### config.mk
export PLATFORM = sky130hd
export DESIGN_NAME = mws_back_flat
export DESIGN_NICKNAME = d
export VERILOG_FILES = /design/src/rtl/mws_pkg.sv /design/src/rtl/mws_if.sv /design/src/rtl/mws_back.sv /design/src/flat_wrapper.sv
export SDC_FILE = /design/constraint.sdc
export NUM_CORES = 1
export LEC_CHECK = 0
export BUFFER_PORTS_ARGS = -buffer_cell sky130_fd_sc_hd__buf_4
export CELL_PAD_IN_SITES_DETAIL_PLACEMENT = 0
export CELL_PAD_IN_SITES_GLOBAL_PLACEMENT = 1
export CORE_AREA = 2 2 126 79
export DETAILED_ROUTE_END_ITERATION = 8
export DIE_AREA = 0 0 128 81
export GPL_TIMING_DRIVEN = 1
export HOLD_SLACK_MARGIN = 0.05
export PLACE_DENSITY = 0.9
export SLEW_MARGIN = 20
export SYNTH_ARGS = -nofsm -noshare
export SYNTH_HDL_FRONTEND = slang
export SYNTH_SLANG_ARGS = --single-unit
### constraint.sdc
create_clock -name clk -period 2.6 [get_ports clk]
set_clock_uncertainty 0.15 [all_clocks]
set_input_delay 0.13 -clock clk [delete_from_list [all_inputs] [get_ports clk]]
set_output_delay 0.13 -clock clk [all_outputs]
set_load 0.03 [all_outputs]
### src/rtl/mws_pkg.sv
`timescale 1ns / 1ps
// ----------------------------------------------------------------------------
// mws_pkg
// shared constants and types of the 3x3 window sum block
// ----------------------------------------------------------------------------
package mws_pkg;

    // window geometry
    localparam int WIN_N = 3;
    localparam int BLK_N = WIN_N * WIN_N;

    // frame result queue
    localparam int QDEPTH = 4;
    localparam int QPTR_W = 2;
    localparam int QCNT_W = 3;

    // configuration registers
    localparam int ROWCNT_W   = 13;
    localparam int COLCNT_W   = 11;
    localparam int CFG_IDX_W  = 1;
    localparam int CFG_DATA_W = 13;

    localparam logic [CFG_IDX_W-1:0] CFG_ROW_COUNT = 1'd0;
    localparam logic [CFG_IDX_W-1:0] CFG_COL_COUNT = 1'd1;

    localparam logic [ROWCNT_W-1:0] ROW_COUNT_RESET = 13'd3;
    localparam logic [COLCNT_W-1:0] COL_COUNT_RESET = 11'd3;

    typedef struct packed {
        logic [QCNT_W-1:0] used;
        logic              empty;
    } q_stat_t;

endpackage

### src/rtl/mws_if.sv


interface mws_out_if #(
    parameter int ELEM_WIDTH = 16,
    parameter int SUM_WIDTH  = 20,
    parameter int ROW_WIDTH  = 12,
    parameter int COL_WIDTH  = 10
);
    logic                         valid;
    logic                         ready;
    logic                         found;
    logic signed [ELEM_WIDTH-1:0] block_element;
    logic signed [SUM_WIDTH-1:0]  best_sum;
    logic        [ROW_WIDTH-1:0]  best_row;
    logic        [COL_WIDTH-1:0]  best_col;
    logic                         last;

    modport source (output valid, output found, output block_element, output best_sum,
                    output best_row, output best_col, output last, input ready);
    modport sink   (input valid, input found, input block_element, input best_sum,
                    input best_row, input best_col, input last, output ready);
endinterface

### src/rtl/mws_back.sv
`timescale 1ns / 1ps
// ----------------------------------------------------------------------------
// mws_back
// drains one frame result from the queue as nine words, or one if none found
// ----------------------------------------------------------------------------
module mws_back #(
    parameter int MAX_COLS   = 1024,
    parameter int MAX_ROWS   = 4096,
    parameter int ELEM_WIDTH = 16
) (
    input  logic                 clk,
    input  logic                 rst_n,
    mws_out_if.source            dout,
    input  mws_pkg::q_stat_t     q_stat,
    input  logic [9*ELEM_WIDTH+2*ELEM_WIDTH+4+$clog2(MAX_ROWS)+$clog2(MAX_COLS)-ELEM_WIDTH:0]
                                 head_data,
    output logic                 pop
);

    localparam int EW    = ELEM_WIDTH;
    localparam int SW    = EW + 4;
    localparam int RW    = $clog2(MAX_ROWS);
    localparam int CW    = $clog2(MAX_COLS);
    localparam int KW    = $clog2(mws_pkg::BLK_N);
    localparam int SUM_O = mws_pkg::BLK_N * EW;
    localparam int ROW_O = SUM_O + SW;
    localparam int COL_O = ROW_O + RW;
    localparam int FND_O = COL_O + CW;

    logic [KW-1:0]        k_reg;
    logic signed [EW-1:0] blk [mws_pkg::BLK_N];
    logic                 found_h;
    logic                 last_w;
    logic                 xfer;

    always_comb
    begin
        for (int k = 0; k < mws_pkg::BLK_N; k++)
        begin
            blk[k] = head_data[k*EW +: EW];
        end
    end

    assign found_h = head_data[FND_O];
    assign last_w  = !found_h || (k_reg == KW'(mws_pkg::BLK_N - 1));
    assign xfer    = dout.valid && dout.ready;
    assign pop     = xfer && last_w;

    assign dout.valid         = !q_stat.empty;
    assign dout.found         = found_h;
    assign dout.block_element = blk[k_reg];
    assign dout.best_sum      = head_data[SUM_O +: SW];
    assign dout.best_row      = head_data[ROW_O +: RW];
    assign dout.best_col      = head_data[COL_O +: CW];
    assign dout.last          = last_w;

    always_ff @(posedge clk or negedge rst_n)
    begin
        if (!rst_n)
        begin
            k_reg <= '0;
        end
        else if (xfer)
        begin
            if (last_w)
            begin
                k_reg <= '0;
            end
            else
            begin
                k_reg <= k_reg + KW'(1);
            end
        end
    end

endmodule
### src/flat_wrapper.sv
// flat-port wrapper written by rule: the top's interface ports become plain ports
module mws_back_flat 
#(
    parameter int MAX_COLS   = 1024,
    parameter int MAX_ROWS   = 4096,
    parameter int ELEM_WIDTH = 16
)
  (clk, rst_n, q_stat, head_data, pop, dout_valid, dout_found, dout_block_element, dout_best_sum, dout_best_row, dout_best_col, dout_last, dout_ready);
  mws_out_if #(.ELEM_WIDTH(ELEM_WIDTH)) dout_i ();
  input  logic clk;
  input  logic rst_n;
  input  mws_pkg::q_stat_t q_stat;
  input  logic [9*ELEM_WIDTH+2*ELEM_WIDTH+4+$clog2(MAX_ROWS)+$clog2(MAX_COLS)-ELEM_WIDTH:0] head_data;
  output logic pop;
  output wire logic [$bits(dout_i.valid)-1:0] dout_valid;
  output wire logic [$bits(dout_i.found)-1:0] dout_found;
  output wire logic [$bits(dout_i.block_element)-1:0] dout_block_element;
  output wire logic [$bits(dout_i.best_sum)-1:0] dout_best_sum;
  output wire logic [$bits(dout_i.best_row)-1:0] dout_best_row;
  output wire logic [$bits(dout_i.best_col)-1:0] dout_best_col;
  output wire logic [$bits(dout_i.last)-1:0] dout_last;
  input wire logic [$bits(dout_i.ready)-1:0] dout_ready;
  assign dout_valid = dout_i.valid;
  assign dout_found = dout_i.found;
  assign dout_block_element = dout_i.block_element;
  assign dout_best_sum = dout_i.best_sum;
  assign dout_best_row = dout_i.best_row;
  assign dout_best_col = dout_i.best_col;
  assign dout_last = dout_i.last;
  assign dout_i.ready = dout_ready;
  mws_back #(.MAX_COLS(MAX_COLS), .MAX_ROWS(MAX_ROWS), .ELEM_WIDTH(ELEM_WIDTH)) u_core (.clk(clk), .rst_n(rst_n), .dout(dout_i), .q_stat(q_stat), .head_data(head_data), .pop(pop));
endmodule
==> impl_metrics.py, run 1 <==
metrics = {
    "setup_path": {
        "arrival_ns": 1.94,
        "path_buf_inv": 1,
        "slowest_stage": "nand2_1",
        "cp_data_required_time_ns": 2.32,
        "crit_fanout": 16,
        "critPathTopFamily": "compound AO/OA/AOI/OAI gates",
        "path_cells": "nand2_1 > o22ai_1 > o31ai_1 > buf_4",
        "startpoint_type": "register",
        "cp_slowest_stage_delay_ns": 0.53,
        "path_class": "reg -> out",
        "endpoint_kind": "primary output",
    },
    "global_routing": {
        "grt_max_degree": 32,
        "antenna_found_initial": 0,
        "overflow": 0,
        "grt_pass1_vias": 2016,
        "grt_use_total_pct": 12.0,
        "grt_pass1_wl_um": 9670,
    },
    "cts": {
        "postCtsSetupRepairBufs": 0,
        "h-tree-depth": 1,
        "cts_tree": "done",
        "clkLatencyLatePin_ns": 0.22,
        "cts.clk_slew.worst_paths_ns": 0.03,
        "cts_buffer_depth": 2,
        "cts_root_buf": "clkbuf_16",
        "cts_inserted_buffers": 3,
        "cts_resized": 0,
        "clock_sinks": 4,
    },
    "route": {
        "wirelength_um": 6760,
        "routedWlPerCell_um": 15.2,
        "vias": 2047,
        "viasPerCell": 4.61,
        "drc_errors": 0,
        "drt.antenna.violating_nets": 0,
        "drt_iter0_markers": 81,
        "dr.pass1.iters": 4,
    },
    "finish": {
        "fin_cells": 444,
        "syn_to_final_growth_pct": 62.9,
        "final_cell_area_um2": 2910,
        "fillers": 1006,
        "antenna_cells": 0,
        "largest_reg_flops": 4,
        "final_core_util_pct": 31.0,
        "fin_nets": 521,
        "drive_above_1_share_pct": 71.3,
    },
    "yosys": {
        "post-synth-top-area-cell": "mux2_2",
        "synthesis.nets": 397,
        "synth-simple-area-share_pct": 11.8,
        "netlist_instances": 201,
        "synth-xor-area-share_pct": 0,
        "syn_area_per_cell_um2": 8.90,
        "synthAdderAreaFrac_pct": 1.40,
        "synth_most_common_cell": "buf_4",
        "netlist_area_um2": 1790,
        "yosys_register_bits": 4,
        "synth_top_area_share_pct": 20.2,
        "muxShareOfSynthArea_pct": 41.4,
        "synth_area_leaders": "mux2_2, mux4_2, buf_4",
        "synth_cell_types": 27,
        "yosysSeqAreaShare_pct": 5.60,
        "async_flop_share_pct": 100,
        "netlist_top_cells_count": "buf_4, mux2_2, nand2_1",
        "synth_top_family_by_area": "multiplexers",
        "ys.flop_type": "dfrtp_1",
        "yosys_warnings": 0,
        "synth_edf_count": 0,
        "synth_compound_area_share_pct": 14.1,
    },
    "sta": {
        "slew_headroom_pct": 54.9,
        "grt_setup_unrepaired": "false",
        "setup_tns_ns": 0,
        "worstMarginPinSlew_ns": 0.675,
        "fmaxAchievable_ghz": 0.450,
        "setup_viol": 0,
        "final-max-slew-violation-count": 0,
        "hold_viol_final": 0,
        "min_period_over_period_pct": 85.4,
        "period_minus_slack_ns": 2.22,
    },
    "die": {
        "row_count": 28,
        "ios": 256,
        "fp.dieW_um": 128,
        "die_y_um": 81,
        "dieArea_um2": 10400,
        "initial_utilization_pct": 19.0,
        "core_area_um2": 9390,
    },
    "power_and_ir_drop": {
        "ir_worst_vdd_v": 0.000378,
        "p_leak_uw": 0.00134,
        "powerDensity_nw_per_um2": 692,
    },
    "placed_design": {
        "dpl_cell_area_um2": 2820,
        "post-dp-hpwl_um": 5690,
        "place_congestion": 0.705,
        "post-place-cells": 439,
        "io_buffers": 168,
    },
    "outcome": {
        "status": "finished clean",
    },
    "job": {
        "max_cap_violations": 0,
    },
    "hold_path": {
        "hold_class": "in -> reg",
    },
}
## tightest hold or removal path, delay by kind of cell
| kind | cells | cell delay, ns |
|---|---|---|
| AND/OR/NAND/NOR | 1 | 0.06 |
| multiplexers | 1 | 0.07 |
| buffers and inverters | 1 | 0.13 |
## power by group
group          leakage, uW  internal (uW)  switching (uW)
Sequential       0.0000512           81.1            42.8
Clock            0.0000382            203            44.6
Combinational      0.00125            786             857
Total              0.00134           1070             944
## through the flow
| step | total power, uW | hold slack, ns | setup WS, ns |
|---|---|---|---|
| 6_report | 2010 | 0.0704 | 0.379 |
| 5_1_grt | 2160 | 0.0927 | 0.239 |
| 4_1_cts | 2040 | 0.0714 | 0.335 |
| 3_5_place_dp | 1790 | -0.225 | 0.569 |
| 3_3_place_gp | 1760 | -0.224 | 0.576 |
| 2_1_floorplan | 1350 | -0.316 | 0.525 |
## metal layers
metal | wire (um) | share of wire [%] | vias up | GRT usage [%]
li1 | - | - | 951 | -
met1 | 2540 | 38 | 933 | 13.2
met2 | 3350 | 50 | 155 | 22.2
met3 | 796 | 12 | 8 | 4.22
met4 | 75 | 1.1 | 0 | 3.52
met5 | 0 | 0 | - | 0
## cell type report
| cell class | instances | area, um2 | area share [%] |
|---|---|---|---|
| Clock buffer | 4 | 78.8 | 2.71 |
| Timing Repair Buffer | 178 | 1340 | 46.0 |
| Inverter | 4 | 15.0 | 0.515 |
| Sequential cell | 4 | 101 | 3.48 |
| Multi-Input combinational cell | 134 | 1230 | 42.2 |
| Tap cell | 120 | 150 | 5.15 |
## kinds of logic after synthesis
group,after synthesis
multiplexers,50
AND/OR/NAND/NOR,45
buffers and inverters,63
AO/OA/AOI/OAI,37
adder cells (fa/ha/maj),2
flip-flops,4
## timing repair
item                       CTS  global route
hold buffers                 1             0
setup endpoints to repair    0             0
hold endpoints to repair     4             0
## worst paths after layout
kind | depth (start not counted) | startpoint | slack [ns] | endpoint
max | 4 | u_core.k_reg[1] | 0.38 | dout_block_element[6]
max in group asynchronous | 2 | rst_n | 2.08 | u_core.k_reg[0]
max reg2reg | 6 | u_core.k_reg[0] | 0.79 | u_core.k_reg[3]
min | 3 | head_data[186] | 0.07 | u_core.k_reg[2]
min reg2reg | 2 | u_core.k_reg[2] | 0.52 | u_core.k_reg[2]
min in group asynchronous | 2 | rst_n | 0.11 | u_core.k_reg[3]
## cells in the final DEF (no fill, tap or decap)
cell type        n
nand2b_1         2
o22ai_1         17
o31ai_1         15
nand2_1         20
clkbuf_16        3
o21ai_0          2
mux2i_1          2
mux4_2          16
nand3_1          1
dfrtp_2          1
dlygate4sd3_1    1
dfrtp_1          3
nor4b_4          1
nor2_1          16
nand4_1          2
clkbuf_1         1
nor2b_1          1
ha_1             2
nor3b_1          1
a31oi_1          1
nand3b_1         1
a21oi_1          1
o31ai_2          1
mux2_2          32
inv_1            4
buf_4          177
No activity file was read; power rests on OpenSTA's default activity.
==> run 2, diff against run 1 <==
REMOVE_ABC_BUFFERS = 1   (was not set)
==> run 2 against run 1 <==
Non-clock buffer count stayed put. Sequential power about the same. Utilization grew 0.40 points. Clock-buffer cell count unchanged. Routed wire length increased by 33%. Register-to-register slack better by 0.03 ns. Via count rose by 3.2%. Clock power is essentially flat. First-iteration DRC count is 35% lower. Worst setup slack lost 0.058 ns. Global-route usage up 4.3 points. Largest power group unchanged.
==> impl_metrics.py, run 2 (synthesis results as in run 1) <==
metrics = {
    "outcome": {
        "status": "finished clean",
    },
    "job": {
        "max_cap_violations": 0,
    },
    "cts": {
        "cts_buffer_depth": 2,
        "cts_root_buf": "clkbuf_16",
        "cts.clk_slew.worst_paths_ns": 0.03,
        "cts_resized": 0,
        "cts_tree": "done",
        "clock_sinks": 4,
        "hold_buffers": 1,
        "postCtsSetupRepairBufs": 0,
        "clkLatencyLatePin_ns": 0.22,
        "cts_inserted_buffers": 3,
        "h-tree-depth": 1,
    },
    "route": {
        "routedWlPerCell_um": 20.3,
        "vias": 2112,
        "viasPerCell": 4.76,
        "drt_iter0_markers": 53,
        "wirelength_um": 9020,
        "drc_errors": 0,
        "drt.antenna.violating_nets": 0,
        "dr.pass1.iters": 4,
    },
    "global_routing": {
        "grt_use_total_pct": 16.3,
        "antenna_found_initial": 0,
        "grt_pass1_wl_um": 12200,
        "overflow": 0,
        "grt_max_degree": 30,
        "grt_pass1_vias": 2135,
    },
    "placed_design": {
        "dpl_cell_area_um2": 2860,
        "post-dp-hpwl_um": 7480,
        "io_buffers": 168,
        "place_congestion": 0.777,
    },
    "die": {
        "fp.dieW_um": 128,
        "dieArea_um2": 10400,
        "die_y_um": 81,
        "ios": 256,
        "row_count": 28,
        "core_area_um2": 9390,
        "initial_utilization_pct": 19.0,
    },
    "sta": {
        "min_period_over_period_pct": 87.7,
        "fmaxAchievable_ghz": 0.439,
        "final-max-slew-violation-count": 0,
        "slew_headroom_pct": 65.2,
        "worstMarginPinSlew_ns": 0.523,
        "hold_viol_final": 0,
        "setup_viol": 0,
        "period_minus_slack_ns": 2.28,
        "grt_setup_unrepaired": "false",
    },
    "setup_path": {
        "path_cells": "nand2b_1 > buf_12 > o22ai_1 > o31ai_1 > buf_4",
        "path_class": "reg -> out",
        "startpoint_type": "register",
        "slowest_stage": "dfrtp_1",
        "cp_data_required_time_ns": 2.32,
        "cp_slowest_stage_delay_ns": 0.66,
        "arrival_ns": 2.00,
        "endpoint_kind": "primary output",
        "crit_fanout": 12,
    },
    "finish": {
        "drive_above_1_share_pct": 71.3,
        "most-common-layout-cells": "buf_4, mux2_2, nand2_1",
        "fin_nets": 521,
        "final_cell_area_um2": 2950,
        "final_common_cell": "buf_4",
        "largest_reg_flops": 4,
        "fillers": 1007,
        "antenna_cells": 0,
        "syn_to_final_growth_pct": 65.0,
    },
    "power_and_ir_drop": {
        "power_uw": 2080,
        "p_leak_uw": 0.00136,
        "powerDensity_nw_per_um2": 704,
        "ir_worst_vdd_v": 0.000241,
    },
    "hold_path": {
        "hold_class": "in -> reg",
    },
}
[run 2: worst max-delay path, delay by kind of cell, from the launching register on]
family          cells  cell delay, ns
compound gates      2            0.34
buf+inv             2            0.40
flops               1            0.66
simple gates        1            0.36
[run 2: final timing paths]
check	depth (start not counted)	to	start	slack [ns]
worst max register to register	4	u_core.k_reg[3]	u_core.k_reg[2]	0.82
worst min register to register	3	u_core.k_reg[3]	u_core.k_reg[3]	0.70
worst max-delay path	5	dout_block_element[10]	u_core.k_reg[1]	0.32
worst min-delay path	3	u_core.k_reg[0]	head_data[186]	0.09
min in group asynchronous	2	u_core.k_reg[2]	rst_n	0.10
max in group asynchronous	2	u_core.k_reg[0]	rst_n	2.09
[run 2: through the flow]
stage / std cells / util [%] / worst slack (ns) / hold slack (ns) / setup TNS [ns]
floorplan: 142 / - / -0.551 / -0.316 / -9.38
CTS: 444 / 31.4 / 0.286 / 0.0797 / 0
finish: 444 / 31.4 / 0.321 / 0.0902 / 0
global placement: 439 / 30.5 / 0.553 / -0.226 / 0
global route: 444 / 31.4 / 0.213 / 0.0884 / 0
detailed placement: 439 / 30.5 / 0.533 / -0.225 / 0
[run 2: where the power goes]
| part | leakage, uW | internal (uW) | switching [uW] | total, uW |
|---|---|---|---|---|
| Clock | 0.0000382 | 203 | 44.8 | 247 |
| Combinational | 0.00127 | 816 | 892 | 1710 |
| Sequential | 0.0000512 | 81.4 | 39.4 | 121 |
| Total | 0.00136 | 1100 | 976 | 2080 |
[run 2: metal layers]
layer / share of wire [%] / GRT usage (%)
met3: 17 / 11.2
met1: 41 / 20.2
met4: 0.57 / 3.08
met2: 41 / 22.8
met5: 0.54 / 4.41
[run 2: layout make-up]
cell class              instances  area (um2)  area share, %
repair buffers                178        1380           46.6
multi-input cells             134        1230           41.6
well taps                     120         150           5.09
flip-flops and latches          4         101           3.44
clock buffers                   4        78.8           2.67
inverters                       4        15.0          0.509
==> run 3, diff against run 2 <==
CORE_AREA = 2 2 129 81   (was 2 2 126 79)
DIE_AREA = 0 0 131 83   (was 0 0 128 81)
PLACE_DENSITY = 0.86   (was 0.9)
clock period = 2.4 ns   (was 2.6 ns; I/O delays follow)
==> run 3 against run 2 <==
Non-clock buffer count up 3. Cell count is 4.1% higher. Critical path type unchanged. Utilization decreased by 0.35 points. Critical endpoint unchanged. Global-route usage decreased by 0.48 points. Power increased by 8.8%. First-iteration DRC count grew 28%. Register-to-register slack worse by 0.21 ns.
==> impl_metrics.py, run 3 (synthesis results as in run 1) <==
metrics = {
    "outcome": {
        "status": "finished clean",
    },
    "setup_path": {
        "path_class": "reg -> out",
        "crit_fanout": 19,
        "endpoint_kind": "primary output",
        "arrival_ns": 1.98,
        "path_cells": "buf_12 > mux4_2 > nor2_1 > o31ai_1 > buf_4",
        "cp_data_required_time_ns": 2.13,
        "startpoint_type": "register",
        "slowest_stage": "dfrtp_2",
        "cp_slowest_stage_delay_ns": 0.59,
    },
    "global_routing": {
        "antenna_found_initial": 0,
        "overflow": 0,
        "grt_pass1_wl_um": 12900,
        "grt_pass1_vias": 2263,
        "grt_use_total_pct": 15.8,
        "grt_max_degree": 25,
    },
    "finish": {
        "fin_nets": 524,
        "final_common_cell": "buf_4",
        "final_core_util_pct": 31.1,
        "drive_above_1_share_pct": 71.3,
        "largest_reg_flops": 4,
        "antenna_cells": 0,
        "regArea_um2": 101,
        "multi_input_area_um2": 1230,
        "most-common-layout-cells": "buf_4, mux2_2, nand2_1",
        "fillers": 1006,
        "syn_to_final_growth_pct": 67.5,
    },
    "cts": {
        "cts_root_buf": "clkbuf_16",
        "postCtsSetupRepairBufs": 0,
        "cts_buffer_depth": 2,
        "clkLatencyLatePin_ns": 0.22,
        "cts_inserted_buffers": 3,
        "h-tree-depth": 1,
        "cts_resized": 0,
        "clock_sinks": 4,
        "cts.clk_slew.worst_paths_ns": 0.03,
        "cts_tree": "done",
    },
    "sta": {
        "final-max-slew-violation-count": 0,
        "period_minus_slack_ns": 2.25,
        "worstMarginPinSlew_ns": 0.382,
        "whs_ns": 0.0832,
        "min_period_over_period_pct": 93.6,
        "grt_setup_unrepaired": "false",
        "fmaxAchievable_ghz": 0.445,
        "setup_viol": 0,
        "hold_viol_final": 0,
        "slew_headroom_pct": 74.5,
    },
    "job": {
        "max_cap_violations": 0,
    },
    "power_and_ir_drop": {
        "powerDensity_nw_per_um2": 754,
        "p_leak_uw": 0.00137,
        "switchingPower_uw": 1050,
        "switching_share_pct": 46.7,
        "pwr-share-comb_pct": 82.1,
        "clockPowerShare_pct": 11.8,
        "ir_worst_vdd_v": 0.000311,
        "internal-power_uw": 1200,
        "p_seq_share_pct": 6.2,
    },
    "route": {
        "drt.antenna.violating_nets": 0,
        "drc_errors": 0,
        "viasPerCell": 4.54,
        "routedWlPerCell_um": 19.7,
        "wirelength_um": 9110,
        "dr.pass1.iters": 5,
        "vias": 2096,
        "drt_iter0_markers": 68,
    },
    "die": {
        "fp.dieW_um": 131,
        "die_y_um": 83,
        "row_count": 28,
        "core_area_um2": 9630,
        "dieArea_um2": 10900,
        "initial_utilization_pct": 18.6,
        "ios": 256,
    },
    "placed_design": {
        "post-dp-hpwl_um": 7610,
        "io_buffers": 168,
        "place_congestion": 0.726,
    },
    "hold_path": {
        "hold_class": "in -> async",
    },
}
==> run 3: final cells by class <==
cell class / count / share of cell area [%]
flip-flops and latches: 4 / 3.38
clock buffers: 4 / 2.63
well taps: 135 / 5.64
multi-input cells: 134 / 41.0
repair buffers: 181 / 46.8
inverters: 4 / 0.501
==> run 3: final timing paths <==
| path | startpoint | to | slack (ns) | cells past startpoint |
|---|---|---|---|---|
| setup / recovery | u_core.k_reg[0] | dout_block_element[10] | 0.15 | 5 |
| setup reg to reg | u_core.k_reg[1] | u_core.k_reg[3] | 0.61 | 6 |
| min in group clk | head_data[144] | dout_best_sum[0] | 0.09 | 0 |
| hold reg to reg | u_core.k_reg[0] | u_core.k_reg[0] | 0.67 | 2 |
| max in group asynchronous | rst_n | u_core.k_reg[0] | 1.91 | 2 |
| hold / removal | rst_n | u_core.k_reg[3] | 0.08 | 2 |
==> run 3: critical path, delay by kind of cell, from the launching register on <==
kind	cells	cell delay (ns)
flops	1	0.59
simple gates	1	0.13
compound gates	1	0.10
mux	1	0.51
buf+inv	2	0.41
==> run 3: what timing repair did <==
action,in CTS,in global routing
hold buffers,2,0
hold endpoints to repair,5,0
endpoints found under the setup margin,0,0
==> run 3: power groups by stage <==
stage                     Clock [uW]  Sequential, uW  Combinational [uW]
after detailed placement           0             143                1870
after global placement             0             141                1850
after global routing             276             148                1990
after CTS                        269             142                1880
final                            266             139                1850
after floorplan                    0             238                1000
==> run 3: layer usage <==
layer  wire length, um  global-route usage, %
met5                27                   1.96
met4                 0                   1.55
met3              1460                   10.6
met2              3870                   23.7
met1              3750                   19.3
==> run 3: through the flow <==
step / instances / area (um2) / worst slack (ns) / TNS (ns) / power (uW)
floorplan: 142 / 1340 / -0.741 / -13.60 / 1240
global placement: 456 / 2900 / 0.384 / 0 / 1990
detailed placement: 456 / 2900 / 0.365 / 0 / 2020
CTS: 462 / 2990 / 0.129 / 0 / 2290
global route: 462 / 2990 / 0.0421 / 0 / 2420
finish: 462 / 2990 / 0.153 / 0 / 2260
